**config.mk**
```make
export PLATFORM = sky130hd
export DESIGN_NAME = ascii_decimal_to_fixed_point
export DESIGN_NICKNAME = d
export VERILOG_FILES = /design/src/design/adf_pkg.sv /design/src/design/adf_ctrl.sv /design/src/design/adf_dp.sv /design/src/design/ascii_decimal_to_fixed_point.sv
export SDC_FILE = /design/constraint.sdc
export NUM_CORES = 1
export LEC_CHECK = 0
export ABC_AREA = 1
export BUFFER_PORTS_ARGS = -buffer_cell sky130_fd_sc_hd__buf_2
export CAP_MARGIN = 15
export CELL_PAD_IN_SITES_DETAIL_PLACEMENT = 0
export CELL_PAD_IN_SITES_GLOBAL_PLACEMENT = 1
export CORE_MARGIN = 2
export CORE_UTILIZATION = 47
export CTS_CLUSTER_SIZE = 25
export DETAILED_ROUTE_END_ITERATION = 6
export GPL_TIMING_DRIVEN = 0
export PLACE_DENSITY_LB_ADDON = 0.1
export SKIP_CTS_REPAIR_TIMING = 1
export SLEW_MARGIN = 30
export SYNTH_ARGS = -nofsm -noshare
export SYNTH_HDL_FRONTEND = slang
export SYNTH_SLANG_ARGS = --single-unit
```
**constraint.sdc**
```tcl
create_clock -name i_clk -period 7.15 [get_ports i_clk]
set_input_delay 0 -clock i_clk [delete_from_list [all_inputs] [get_ports i_clk]]
set_output_delay 0 -clock i_clk [all_outputs]
set_load 0.02 [all_outputs]
```
**src/design/adf_pkg.sv**
```systemverilog
// ----------------------------------------------------------------------------
// adf_pkg
// Shared types, character codes and the power-of-ten table for the ASCII
// decimal to fixed-point converter.
// ----------------------------------------------------------------------------
package adf_pkg;

    localparam int unsigned INT_W  = 31;
    localparam int unsigned FRAC_W = 30;
    localparam int unsigned CNT_W  = 4;

    localparam logic [INT_W-1:0] INT_MAX = {INT_W{1'b1}};

    localparam logic [7:0] CH_NUL   = 8'd0;
    localparam logic [7:0] CH_TAB   = 8'd9;
    localparam logic [7:0] CH_CR    = 8'd13;
    localparam logic [7:0] CH_SPACE = 8'd32;
    localparam logic [7:0] CH_PLUS  = 8'd43;
    localparam logic [7:0] CH_COMMA = 8'd44;
    localparam logic [7:0] CH_MINUS = 8'd45;
    localparam logic [7:0] CH_POINT = 8'd46;
    localparam logic [7:0] CH_ZERO  = 8'd48;
    localparam logic [7:0] CH_NINE  = 8'd57;

    typedef enum logic [1:0] {
        PH_SKIP,
        PH_INT,
        PH_FRAC,
        PH_STOP
    } t_phase;

    typedef enum logic [1:0] {
        ST_IDLE,
        ST_DIV,
        ST_LOAD
    } t_state;

    typedef struct packed {
        logic take;
        logic step;
        logic load;
    } t_cmd;

    typedef struct packed {
        logic is_nul;
        logic div_done;
        logic out_free;
    } t_status;

    function automatic logic [FRAC_W-1:0] pow10(input logic [CNT_W-1:0] idx);
        logic [FRAC_W-1:0] p;
        unique case (idx)
            4'd0:    p = 30'd1;
            4'd1:    p = 30'd10;
            4'd2:    p = 30'd100;
            4'd3:    p = 30'd1000;
            4'd4:    p = 30'd10000;
            4'd5:    p = 30'd100000;
            4'd6:    p = 30'd1000000;
            4'd7:    p = 30'd10000000;
            4'd8:    p = 30'd100000000;
            4'd9:    p = 30'd1000000000;
            default: p = 30'd1000000000;
        endcase
        return p;
    endfunction

endpackage

```
**src/design/adf_ctrl.sv**
```systemverilog
// ----------------------------------------------------------------------------
// adf_ctrl
// Sequencer: takes characters, runs the fraction divide after a NUL and
// hands the result to the output register.
// ----------------------------------------------------------------------------
module adf_ctrl
    import adf_pkg::*;
(
    input  logic    i_clk,
    input  logic    i_rst_n,
    input  logic    i_in_valid,
    input  t_status i_status,
    output logic    o_in_ready,
    output t_cmd    o_cmd
);

    t_state r_state;
    t_state n_state;

    always_ff @(posedge i_clk) begin
        if (!i_rst_n) begin
            r_state <= ST_IDLE;
        end else begin
            r_state <= n_state;
        end
    end

    always_comb begin
        n_state = r_state;
        unique case (r_state)
            ST_IDLE: begin
                if (i_in_valid && i_status.is_nul) begin
                    n_state = ST_DIV;
                end
            end
            ST_DIV: begin
                if (i_status.div_done) begin
                    n_state = ST_LOAD;
                end
            end
            ST_LOAD: begin
                if (i_status.out_free) begin
                    n_state = ST_IDLE;
                end
            end
            default: n_state = ST_IDLE;
        endcase
    end

    always_comb begin
        o_in_ready = 1'b0;
        o_cmd      = '0;
        unique case (r_state)
            ST_IDLE: begin
                o_in_ready = 1'b1;
                o_cmd.take = i_in_valid;
            end
            ST_DIV: begin
                o_cmd.step = 1'b1;
            end
            ST_LOAD: begin
                o_cmd.load = i_status.out_free;
            end
            default: o_cmd = '0;
        endcase
    end

endmodule

```
**src/design/adf_dp.sv**
```systemverilog
// ----------------------------------------------------------------------------
// adf_dp
// Datapath: character parser, restoring fraction divider and output register.
// ----------------------------------------------------------------------------
module adf_dp
    import adf_pkg::*;
#(
    parameter int unsigned FRAC_BITS       = 32,
    parameter int unsigned MAX_FRAC_DIGITS = 9
) (
    input  logic        i_clk,
    input  logic        i_rst_n,
    input  t_cmd        i_cmd,
    input  logic [7:0]  i_char,
    input  logic        i_out_ready,
    output t_status     o_status,
    output logic        o_out_valid,
    output logic [63:0] o_value,
    output logic        o_overflow
);

    localparam int unsigned MAG_W = INT_W + FRAC_BITS;
    localparam int unsigned DC_W  = $clog2(FRAC_BITS);
    localparam logic [DC_W-1:0]  DC_LAST  = DC_W'(FRAC_BITS - 1);
    localparam logic [CNT_W-1:0] MAX_DIGS = CNT_W'(MAX_FRAC_DIGITS);

    t_phase            r_phase;
    t_phase            n_phase;
    logic              r_neg;
    logic              r_seen;
    logic              r_sat;
    logic [INT_W-1:0]  r_int;
    logic [FRAC_W-1:0] r_fv;
    logic [CNT_W-1:0]  r_cnt;

    logic [FRAC_W-1:0]    r_rem;
    logic [FRAC_W-1:0]    r_div;
    logic [FRAC_BITS-1:0] r_q;
    logic [DC_W-1:0]      r_dc;

    logic        r_out_valid;
    logic [63:0] r_value;
    logic        r_ovf;

    logic             is_digit;
    logic             is_space;
    logic [3:0]       digit;
    logic [34:0]      int_next;
    logic [FRAC_W:0]  rem2;
    logic [FRAC_W:0]  trial;
    logic [63:0]      mag;

    assign is_digit = (i_char >= CH_ZERO) && (i_char <= CH_NINE);
    assign is_space = ((i_char >= CH_TAB) && (i_char <= CH_CR)) || (i_char == CH_SPACE);
    assign digit    = 4'(i_char - CH_ZERO);
    assign int_next = ({4'd0, r_int} << 3) + ({4'd0, r_int} << 1) + {31'd0, digit};
    assign rem2     = {r_rem, 1'b0};
    assign trial    = rem2 - {1'b0, r_div};
    assign mag      = {{(64 - MAG_W){1'b0}}, r_int, r_q};

    always_comb begin
        n_phase = r_phase;
        unique case (r_phase)
            PH_SKIP: begin
                if (is_space) begin
                    n_phase = PH_SKIP;
                end else if (is_digit || i_char == CH_PLUS || i_char == CH_MINUS) begin
                    n_phase = PH_INT;
                end else begin
                    n_phase = PH_STOP;
                end
            end
            PH_INT: begin
                if (is_digit) begin
                    n_phase = PH_INT;
                end else if ((i_char == CH_POINT || i_char == CH_COMMA) && r_seen) begin
                    n_phase = PH_FRAC;
                end else begin
                    n_phase = PH_STOP;
                end
            end
            PH_FRAC: begin
                if (!is_digit) begin
                    n_phase = PH_STOP;
                end
            end
            PH_STOP: n_phase = PH_STOP;
            default: n_phase = PH_STOP;
        endcase
    end

    // parse state
    always_ff @(posedge i_clk) begin
        if (!i_rst_n || i_cmd.load) begin
            r_phase <= PH_SKIP;
            r_neg   <= 1'b0;
            r_seen  <= 1'b0;
            r_sat   <= 1'b0;
            r_int   <= '0;
            r_fv    <= '0;
            r_cnt   <= '0;
        end else if (i_cmd.take && i_char != CH_NUL) begin
            r_phase <= n_phase;
            if (r_phase == PH_SKIP && i_char == CH_MINUS) begin
                r_neg <= 1'b1;
            end
            if (is_digit && (r_phase == PH_SKIP || r_phase == PH_INT)) begin
                r_seen <= 1'b1;
                if (!r_sat) begin
                    if (int_next > {4'd0, INT_MAX}) begin
                        r_int <= INT_MAX;
                        r_sat <= 1'b1;
                    end else begin
                        r_int <= int_next[INT_W-1:0];
                    end
                end
            end
            if (is_digit && r_phase == PH_FRAC && r_cnt < MAX_DIGS) begin
                r_fv  <= FRAC_W'(({4'd0, r_fv} << 3) + ({4'd0, r_fv} << 1) + {30'd0, digit});
                r_cnt <= r_cnt + 4'd1;
            end
        end
    end

    // restoring divide: (fv << FRAC_BITS) / 10^cnt, one quotient bit per cycle
    always_ff @(posedge i_clk) begin
        if (i_cmd.take && i_char == CH_NUL) begin
            r_rem <= r_fv;
            r_div <= pow10(r_cnt);
            r_q   <= '0;
            r_dc  <= '0;
        end else if (i_cmd.step) begin
            r_dc <= r_dc + 1'b1;
            if (!trial[FRAC_W]) begin
                r_rem <= trial[FRAC_W-1:0];
                r_q   <= {r_q[FRAC_BITS-2:0], 1'b1};
            end else begin
                r_rem <= rem2[FRAC_W-1:0];
                r_q   <= {r_q[FRAC_BITS-2:0], 1'b0};
            end
        end
    end

    always_ff @(posedge i_clk) begin
        if (!i_rst_n) begin
            r_out_valid <= 1'b0;
        end else if (i_cmd.load) begin
            r_out_valid <= 1'b1;
        end else if (i_out_ready) begin
            r_out_valid <= 1'b0;
        end
    end

    always_ff @(posedge i_clk) begin
        if (i_cmd.load) begin
            r_value <= r_neg ? (64'd0 - mag) : mag;
            r_ovf   <= r_sat;
        end
    end

    assign o_status.is_nul   = (i_char == CH_NUL);
    assign o_status.div_done = (r_dc == DC_LAST);
    assign o_status.out_free = !r_out_valid || i_out_ready;
    assign o_out_valid       = r_out_valid;
    assign o_value           = r_value;
    assign o_overflow        = r_ovf;

`ifndef SYNTHESIS
    a_sat_holds_max: assert property (@(posedge i_clk) disable iff (!i_rst_n)
        r_sat |-> (r_int == INT_MAX))
        else $error("saturated accumulator not at maximum");
    a_cnt_bound: assert property (@(posedge i_clk) disable iff (!i_rst_n)
        r_cnt <= MAX_DIGS)
        else $error("fraction digit count past limit");
    a_rem_below_div: assert property (@(posedge i_clk) disable iff (!i_rst_n)
        i_cmd.step |-> (r_rem < r_div))
        else $error("divider remainder not below divisor");
    a_load_fills_out: assert property (@(posedge i_clk) disable iff (!i_rst_n)
        i_cmd.load |=> (r_out_valid && r_ovf == $past(r_sat)))
        else $error("output register not loaded");
`endif

endmodule

```
**src/design/ascii_decimal_to_fixed_point.sv**
```systemverilog
// ----------------------------------------------------------------------------
// ascii_decimal_to_fixed_point
// Parses an ASCII decimal string, one character per word, into signed
// Q31.FRAC_BITS fixed point with truncation and integer saturation.
//
//   channel  dir  tdata              tuser
//   s_axis   in   [7:0] char_code    -
//   m_axis   out  [63:0] value       [0] overflow
//
// A non-NUL character is taken whenever the sequencer is idle.
// A NUL is handled in order: accept, FRAC_BITS steps of the one-bit
// restoring divider for the fraction, and a load into the output register.
// The load waits while the output register holds an untaken word; the input
// is held off from the NUL until the load.
// Reset is synchronous and clears parser, sequencer and output valid.
// ----------------------------------------------------------------------------
module ascii_decimal_to_fixed_point
    import adf_pkg::*;
#(
    parameter int unsigned FRAC_BITS       = 32,
    parameter int unsigned MAX_FRAC_DIGITS = 9
) (
    input  logic        i_clk,
    input  logic        i_rst_n,
    input  logic        s_axis_tvalid,
    output logic        s_axis_tready,
    input  logic [7:0]  s_axis_tdata,   // [7:0] char_code
    output logic        m_axis_tvalid,
    input  logic        m_axis_tready,
    output logic [63:0] m_axis_tdata,   // [63:0] value
    output logic        m_axis_tuser    // [0] overflow
);

    t_cmd    cmd;
    t_status status;

    adf_ctrl u_ctrl (
        .i_clk      (i_clk),
        .i_rst_n    (i_rst_n),
        .i_in_valid (s_axis_tvalid),
        .i_status   (status),
        .o_in_ready (s_axis_tready),
        .o_cmd      (cmd)
    );

    adf_dp #(
        .FRAC_BITS       (FRAC_BITS),
        .MAX_FRAC_DIGITS (MAX_FRAC_DIGITS)
    ) u_dp (
        .i_clk       (i_clk),
        .i_rst_n     (i_rst_n),
        .i_cmd       (cmd),
        .i_char      (s_axis_tdata),
        .i_out_ready (m_axis_tready),
        .o_status    (status),
        .o_out_valid (m_axis_tvalid),
        .o_value     (m_axis_tdata),
        .o_overflow  (m_axis_tuser)
    );

endmodule
```
# Yosys cells after proc, flatten, opt, wreduce, memory -nomap -nowiden
# Memory sizes are Yosys's and may differ from the RTL's. A register that Yosys moved wholly into a read port is not among the register bits.
# Index checks and enable logic that the tools add are counted.
# Widths: inputs -> output; s select.
# totals
reg_bits	205
romBits	480
input_bits	12
word_cells	102
memories	1
# op_classes
add_sub_neg	9
magnitude_cmp	6
n_eq_ne	15
mux	24
n_bitwise	1
n_reduce_logical	31
# memory_table
memory	depth	width	read_ports	rd_clocked_by_memory_dff	wr	line	rtl
(name not given)	16	30	1	1	0	adf_pkg.sv:52	unique case (idx)
# ops
cell	count
$mux 30	3
$sub 1x63->64 const A	1
$mux 63	1
$eq 8x6->1 const B	5
$add 34x32->35	1
$add 35x4->35	1
$gt 35x31->1 const B	1
$mux 31	1
$sub 31x30->31	1
$add 30x30->30	1
$add 30x4->30	1
$mux 2	7
$logic_and 1x1->1	10
$mux 1	10
$ge 8x4->1 const B	1
$ge 8x6->1 const B	1
$le 8x4->1 const B	1
$le 8x6->1 const B	1
$logic_not 8->1	1
$pmux 2 s4	1
$reduce_and 2->1	4
$reduce_bool 8->1	1
$logic_or 1x1->1	7
$eq 2x2->1 const B	3
14 further kinds	21

# Longest topological paths before layout
# Gate-level depths: netlist of run 1.
# depth
depth_word	7
ltp_mapped	20
mapped_depth_nobuf	20

# Cells and area by module
# From an unflattened synthesis of run 1, not the netlist that was laid out.
# hier_totals
hier_cells	2369
area_unflattened_um2	17491.8
# by_module_without_submodules
mod	n_inst	cells_per_inst	area_per_inst_um2	seq_area_each_um2
adf_dp	1	2352	17374.2	5705.5
adf_ctrl	1	17	117.6	40.0

# Least setup slack after synthesis of run 1
# No wires, ideal clock.
# synth_path
path_kind	register to register
from	register u_dp.r_out_valid, in the netlist u_dp.o_out_valid
to	register u_dp.r_fv[12]
setup_time_ps	115
t_arrival_ps	5854
path_slack_ps	1181
path_stages_with_launch	10
path_buffers	1
period_less_slack_ps	5969
path_cell_list	dfxtp_1 inv_1 nor2_1 nor3_1 nor2_1 clkinv_1 clkbuf_1 nor2_1 o21ai_0 inv_1
# synth_lines
element	line	rtl
from (decl)	adf_dp.sv:41	logic r_out_valid;
from (signal assigned)	adf_dp.sv:146	r_out_valid <= 1'b0;
from (signal assigned)	adf_dp.sv:148	r_out_valid <= 1'b1;
from (signal assigned)	adf_dp.sv:150	r_out_valid <= 1'b0;
to (signal assigned)	adf_dp.sv:119	r_fv <= FRAC_W'(({4'd0, r_fv} << 3) + ({4'd0, r_fv} << 1) + {30'd0, digit});
to (decl)	adf_dp.sv:33	logic [FRAC_W-1:0] r_fv;

# Final worst setup path of run 1
# layout_path
from	register u_dp.r_int[0]
to	register u_dp.r_int[8]
# layout_between
elab_chain_len	4
# layout_rtl
element	line	rtl
from (decl)	adf_dp.sv:32	logic [INT_W-1:0] r_int;
from (signal assigned)	adf_dp.sv:114	r_int <= int_next[INT_W-1:0];
$add 34x32->35 *	adf_dp.sv:56	assign int_next = ({4'd0, r_int} << 3) + ({4'd0, r_int} << 1) + {31'd0, digit};
$add 35x4->35 *	adf_dp.sv:56	
$gt 35x31->1	adf_dp.sv:110	if (int_next > {4'd0, INT_MAX}) begin
$mux 31 *	adf_dp.sv:110	
# Every way passes the cells marked *; elsewhere a longest branch is shown, timed or not.
# A chain may end at the register's enable or synchronous reset.

==> qor.yml, run 1 <==
start_util_pct: 47.6
drt-total-wl_um: 50600
status: "finished with violations"
grt.total_usage_pct: 26.0
p_leak_nw: 9.58
fillCellCount: 3627
tritoncts: "done"
path_clk_slew_ps: 60
synth_nets: 2538
worst_pin_slew_ps: 838
pwr-share-seq_pct: 50.1
fin_crit_sh_pct: 46.3
crit_top_cell: "nand2_1"
power_frac_clock_pct: 43.6
final_area_um2: 19300
grt_pass1_vias: 14700
cp-start-kind: "register"
power.density_nw_per_um2: 149
clock_path_buffers: 3
yosys.area_share.xor_xnor_pct: 5.69
clock_sinks: 228
syn_inst: 2366
vdd_drop_max_v: 0.000118
antenna_cells: 0
insertion_delay_ps: 530
yosys.area_share.simple_pct: 28.2
place_hpwl_um: 41600
timing_hold_violations_final: 1
rsz0062_at_grt: "no"
pwr-share-comb_pct: 6.3
h-tree-depth: 1
ys_ff_latch: 228
synth_top_family_by_area: "simple AND/OR/NAND/NOR gates"
slew_headroom_pct: 44.0
intPower_w: 0.00220
synthAdderAreaFrac_pct: 11.7
r2r_cells: 17
die_area_um2: 38600
core_um2: 36500
die_w_um: 196
syn_area_per_cell_um2: 7.35
ant_nets: 0
min_period_ps: 3310
sw_frac_of_total_pct: 23.3
placedInstanceArea_um2: 18400
drive_gt1_share_pct: 9.24
worstSetupEndpointType: "register"
synth-edff-count: 118
power_switching_w: 0.000667
finalMaxSlewViolations: 0
die_y_um: 196
num_vias: 15700
dr.pass1.iters: 6
max_cap_viol_count: 0
ys_seq_area_share_pct: 33.0
critPathMaxStageDelay_ps: 560
finalPower_w: 0.00286
hold_ws_ps: -3.58
holdCritPathClass: "in2reg"
cp.arrival_ps: 3790
layout.nets: 2655
cts_root_buffer: "clkbuf_16"
drcViolationCount: 0
critPathSlowestCell: "fa_1"
synth-compound-area-share_pct: 12.1
synth_flop_cell: "edfxtp_1"
synth.distinct_cells: 58
min_path_cells: 5
synth_mux_area_share_pct: 0
cp_data_required_time_ps: 7630
port_buffers: 78
grt_max_degree: 40
layout_commonest_cell: "nand2_1"
yosysWarnings: 0
crit_chain: "inv_1 -> fa_1 -> fa_1 -> inv_1 -> nand3_1 -> nand3_1 -> nand2_1 -> nand2_1 -> nand2_1 -> nand2_1 -> nand3b_1 -> nand2_1 -> nor2_2 -> nand2_4 -> buf_6 -> o21ai_2 -> inv_1"
skew_ps: 13.5
antenna_found_initial: 0
via_per_inst: 5.28
detail_route.wl_per_cell_um: 17.0
path_max_fanout: 10
overflow: 0
synthArstFlopShare_pct: 0
final_cell_mix: "nand2_1, inv_1, nor2_1, ha_1, a21oi_1"
first_iter_violations: 1159
syn_area_um2: 17400
io_pins: 79
timing.fmax_ghz: 0.302
setup_viol: 0
grt_pass1_wl_um: 79300
num_rows: 70
gp_congestion: 0.901
violations: "negative hold slack"
numCtsBuffers: 24
path_class: "reg2reg"
area_delta_synth_final_pct: 10.8
-- layout make-up --
cell class / count / area (µm²) / area share [%]
inverters: 352 / 1320 / 6.86
flip-flops and latches: 228 / 5750 / 29.8
clock buffers: 39 / 762 / 3.95
clock inverters: 5 / 26.3 / 0.136
plain buffers: 48 / 295 / 1.53
multi-input cells: 1738 / 10000 / 52.1
well taps: 468 / 586 / 3.04
repair buffers: 91 / 500 / 2.60
-- power by group through the flow --
stage | Combinational (W) | Clock [W] | Sequential, W
after CTS | 0.000177 | 0.00127 | 0.00143
after floorplan | 0.000131 | 0 | 0.00145
after global placement | 0.000172 | 0 | 0.00146
after global routing | 0.000202 | 0.00131 | 0.00144
after detailed placement | 0.000176 | 0 | 0.00146
final | 0.000180 | 0.00125 | 0.00144
-- sequential cells by signal (all words and copies together) (netlist names) --
register / flops
u_dp.r_cnt: 4
u_dp.r_q: 32
u_dp.r_neg: 1
u_dp.r_div: 23
u_dp.r_phase: 2
u_dp.r_seen: 1
u_dp.r_sat: 1
u_dp.r_fv: 30
u_ctrl.r_state: 2
u_dp.r_rem: 30
u_dp.r_dc: 5
u_dp.o_out_valid: 1
u_dp.r_int: 31
u_dp.o_overflow: 1
u_dp.o_value: 64
-- layer usage --
metal / track usage [%] / vias to the layer above / part of all wire (%)
met2: 38.5 / 391 / 41
met1: 40.7 / 7203 / 52
li1: - / 8041 / -
met4: 5.36 / 0 / 1.5
met5: 0 / - / 0
met3: 2.74 / 52 / 5.8
-- metrics by stage --
| stage | cells | TNS (ps) | hold WS, ps | utilization, % | setup WS [ps] |
|---|---|---|---|---|---|
| 2_1_floorplan | 2366 | 0 | 118 | - | 1180 |
| 3_3_place_gp | 2912 | -119440 | 225 | 50.3 | -1860 |
| 6_report | 2969 | 0 | -3.58 | 52.8 | 3840 |
| 3_5_place_dp | 2920 | 0 | 228 | 50.5 | 3920 |
| 4_1_cts | 2964 | 0 | -337 | 52.6 | 3870 |
| 5_1_grt | 2969 | 0 | 16.5 | 52.8 | 3670 |
-- path summary, 6_finish.rpt --
path	slack (ps)	start	end
hold reg to reg	460	u_dp.r_seen	u_dp.r_seen
setup reg to reg	3840	u_dp.r_int[0]	u_dp.r_int[8]
hold / removal	-4	s_axis_tdata[3]	u_dp.r_neg
setup / recovery	3840	u_dp.r_int[0]	u_dp.r_int[8]
-- synth_stat cells, drive strengths merged, types with 5 or more instances --
| library cell | number | area share [%] |
|---|---|---|
| a21oi | 156 | 4.6 |
| nor4 | 13 | 0.55 |
| nand4 | 39 | 1.4 |
| xor2 | 75 | 3.8 |
| ha | 155 | 11 |
| o21bai | 19 | 0.86 |
| o211ai | 7 | 0.30 |
| nand3 | 137 | 4.2 |
| nor2 | 254 | 5.9 |
| inv | 351 | 7.6 |
| and3 | 5 | 0.18 |
| nand2 | 583 | 13 |
| o21ai | 100 | 3.2 |
| nand3b | 33 | 1.4 |
| a21o | 12 | 0.52 |
| o22ai | 32 | 1.2 |
| dfxtp | 110 | 13 |
| edfxtp | 118 | 20 |
| clkbuf | 21 | 0.45 |
| fa | 5 | 0.58 |
| a21boi | 9 | 0.41 |
| buf | 27 | 1.2 |
| nor3 | 37 | 1.2 |
| o21a | 5 | 0.22 |
| xnor2 | 38 | 1.9 |
-- worst max-delay path, delay by kind of cell (launching register included) --
family	cells	cell delay [ps]
buffers and inverters	4	570
and+or+nand+nor	10	1090
DFF	1	490
adders and majority gates	2	1040
AOI/OAI and AO/OA	1	60
-- kinds of logic after synthesis --
group | after synthesis
simple gates | 1107
buf+inv | 400
compound gates | 358
flops | 228
fa+ha+maj | 160
xor+xnor | 113
Note: power is estimated with default switching activity, not from simulation.
==> run 2, diff against run 1 <==
CORE_UTILIZATION = 42   (was 47)
clock period = 2.8 ns   (was 7.15 ns; I/O delays follow)
==> qor.yml, run 2 (same netlist as run 1, synthesis figures left out) <==
start_util_pct: 42.6  # -5.0 points
ant_nets: 0  # unchanged
num_rows: 74  # +5.7%
clock_sinks: 228  # unchanged
die_y_um: 207  # +5.7%
place_hpwl_um: 42400  # +1.9%
critPathMaxStageDelay_ps: 570  # about the same
largest_register_ffs: 64  # unchanged
vdd_drop_max_v: 0.000353  # +200%
num_vias: 15700  # +0.28%
path_max_fanout: 8  # -2
path_class: "reg2reg"
holdCritPathClass: "in2reg"
min_period_ps: 2730  # -584 ps
layout_commonest_cell: "nand2_1"
worstSetupEndpointType: "register"
skew_ps: 27.2  # +13.7 ps
crit_family: "simple AND/OR/NAND/NOR gates"
h-tree-depth: 1  # unchanged
final_area_um2: 20200  # +4.9%
gp_congestion: 0.916  # +1.7%
max_cap_viol_count: 0  # unchanged
drcViolationCount: 0  # unchanged
grt_pass1_wl_um: 81300  # +2.5%
timing.fmax_ghz: 0.367  # +21%
status: "completed"
grt_pass1_vias: 14900  # +1.9%
timing_hold_violations_final: 0  # -1
drt-total-wl_um: 52200  # +3.1%
antenna_cells: 0  # unchanged
dr.pass1.iters: 5  # -1
io_pins: 79  # unchanged
placedInstanceArea_um2: 18600  # +0.97%
layout.nets: 2673  # +0.68%
via_per_inst: 5.15  # -2.5%
numCtsBuffers: 27  # +13%
path_clk_slew_ps: 60  # about the same
setup_viol: 0  # unchanged
worst_slack_ps: 72.5  # -3770 ps
dp_slack_ps: -360  # -4270 ps
final_cell_mix: "nand2_1, inv_1, nor2_1, ha_1, a21oi_1"
worst-path-buf-inv: 4  # unchanged
clock_path_buffers: 3  # unchanged
first_iter_violations: 1027  # -11%
cp.arrival_ps: 3180  # -610 ps
die_w_um: 207  # +5.7%
slew_headroom_pct: 44.2  # +0.18 points
tritoncts: "done"
final_util_pct: 49.5  # -3.3 points
port_buffers: 78  # unchanged
drive_gt1_share_pct: 15.3  # +6.1 points
fin_setup_tns_ps: 0  # unchanged
worst_pin_slew_ps: 837  # -1.59 ps
critPathSlowestCell: "fa_2"
finalMaxSlewViolations: 0  # unchanged
cts_root_buffer: "clkbuf_16"
overflow: 0  # unchanged
antenna_found_initial: 0  # unchanged
p_leak_nw: 9.87  # +3.0%
core_um2: 40800  # +12%
grt.total_usage_pct: 23.6  # -2.4 points
area_delta_synth_final_pct: 16.2
crit_chain: "inv_4 -> fa_2 -> inv_2 -> ha_4 -> nand2_2 -> nor2_2 -> nand2_1 -> nand3_2 -> nand2_2 -> nand2_4 -> nand2_4 -> nand2_2 -> nand2_2 -> nand2_2 -> nor2_4 -> nand2_8 -> clkbuf_16 -> o21ai_2 -> inv_1"
rsz0062_at_grt: "yes"
fin_crit_sh_pct: 97.4  # +51 points
detail_route.wl_per_cell_um: 17.1  # +0.26%
grt_max_degree: 40  # unchanged
crit_top_cell: "nand2_2"
insertion_delay_ps: 560  # +30 ps
die_area_um2: 43100  # +12%
cp-start-kind: "register"
power.density_nw_per_um2: 395  # +170%
cp_data_required_time_ps: 3250  # -4380 ps
-- run 2: cell types whose count changed in the layout (fill, tap and decap cells not counted), sizes merged --
cell,previous run,this run
buf,113,126
bufinv,0,4
clkbuf,60,57
clkinv,6,10
dlygate4sd3,5,4
inv,351,354
nor2,254,255
-- run 2: where the power goes --
group	total, W	switching [W]	internal [W]	leakage (nW)
combinational	0.000496	0.000309	0.000187	7.42
clock	0.00383	0.00148	0.00235	0.482
sequential	0.00365	0.0000787	0.00357	1.96
-- run 2: path summary, 6_finish.rpt --
kind / start / end / slack (ps) / cells after the start
setup / recovery: u_dp.r_int[2] / u_dp.r_int[29] / 70 / 19
hold / removal: s_axis_tdata[5] / u_dp.r_phase[1] / 2 / 5
setup reg to reg: u_dp.r_int[2] / u_dp.r_int[29] / 70 / 19
hold reg to reg: u_dp.r_seen / u_dp.r_seen / 460 / 2
-- run 2: layout make-up --
cell class | count | area (µm²)
Multi-Input combinational cell | 1739 | 10400
Clock inverter | 16 | 204
Fill cell | 4111 | 20600
Clock buffer | 34 | 776
Sequential cell | 228 | 5810
Tap cell | 532 | 666
Inverter | 352 | 1330
Timing Repair Buffer | 105 | 647
Buffer | 48 | 365
-- run 2: stage by stage --
stage,std cells,hold WS [ps],power (W)
detailed placement,2980,231,0.00420
finish,3054,1.62,0.00798
floorplan,2366,117,0.00405
CTS,3030,-336,0.00802
global placement,2976,224,0.00419
global route,3054,24.9,0.00825
-- run 2: worst reg2reg max path: stages, from the launching register on --
cell	delay [ps]
dfxtp_4	380
inv_4	50
fa_2	570
inv_2	50
ha_4	210
nand2_2	60
nor2_2	30
nand2_1	70
nand3_2	140
nand2_2	130
nand2_4	70
nand2_4	80
nand2_2	50
nand2_2	70
nand2_2	70
nor2_4	140
nand2_8	120
clkbuf_16	190
o21ai_2	100
inv_1	50
-- run 2: per-layer routing --
layer | track usage, % | up-vias | share of wire [%]
met1 | 36.2 | 7280 | 52
li1 | - | 8061 | -
met4 | 4.24 | 0 | 1.2
met3 | 2.47 | 39 | 5.0
met5 | 0 | - | 0
met2 | 35.8 | 351 | 42
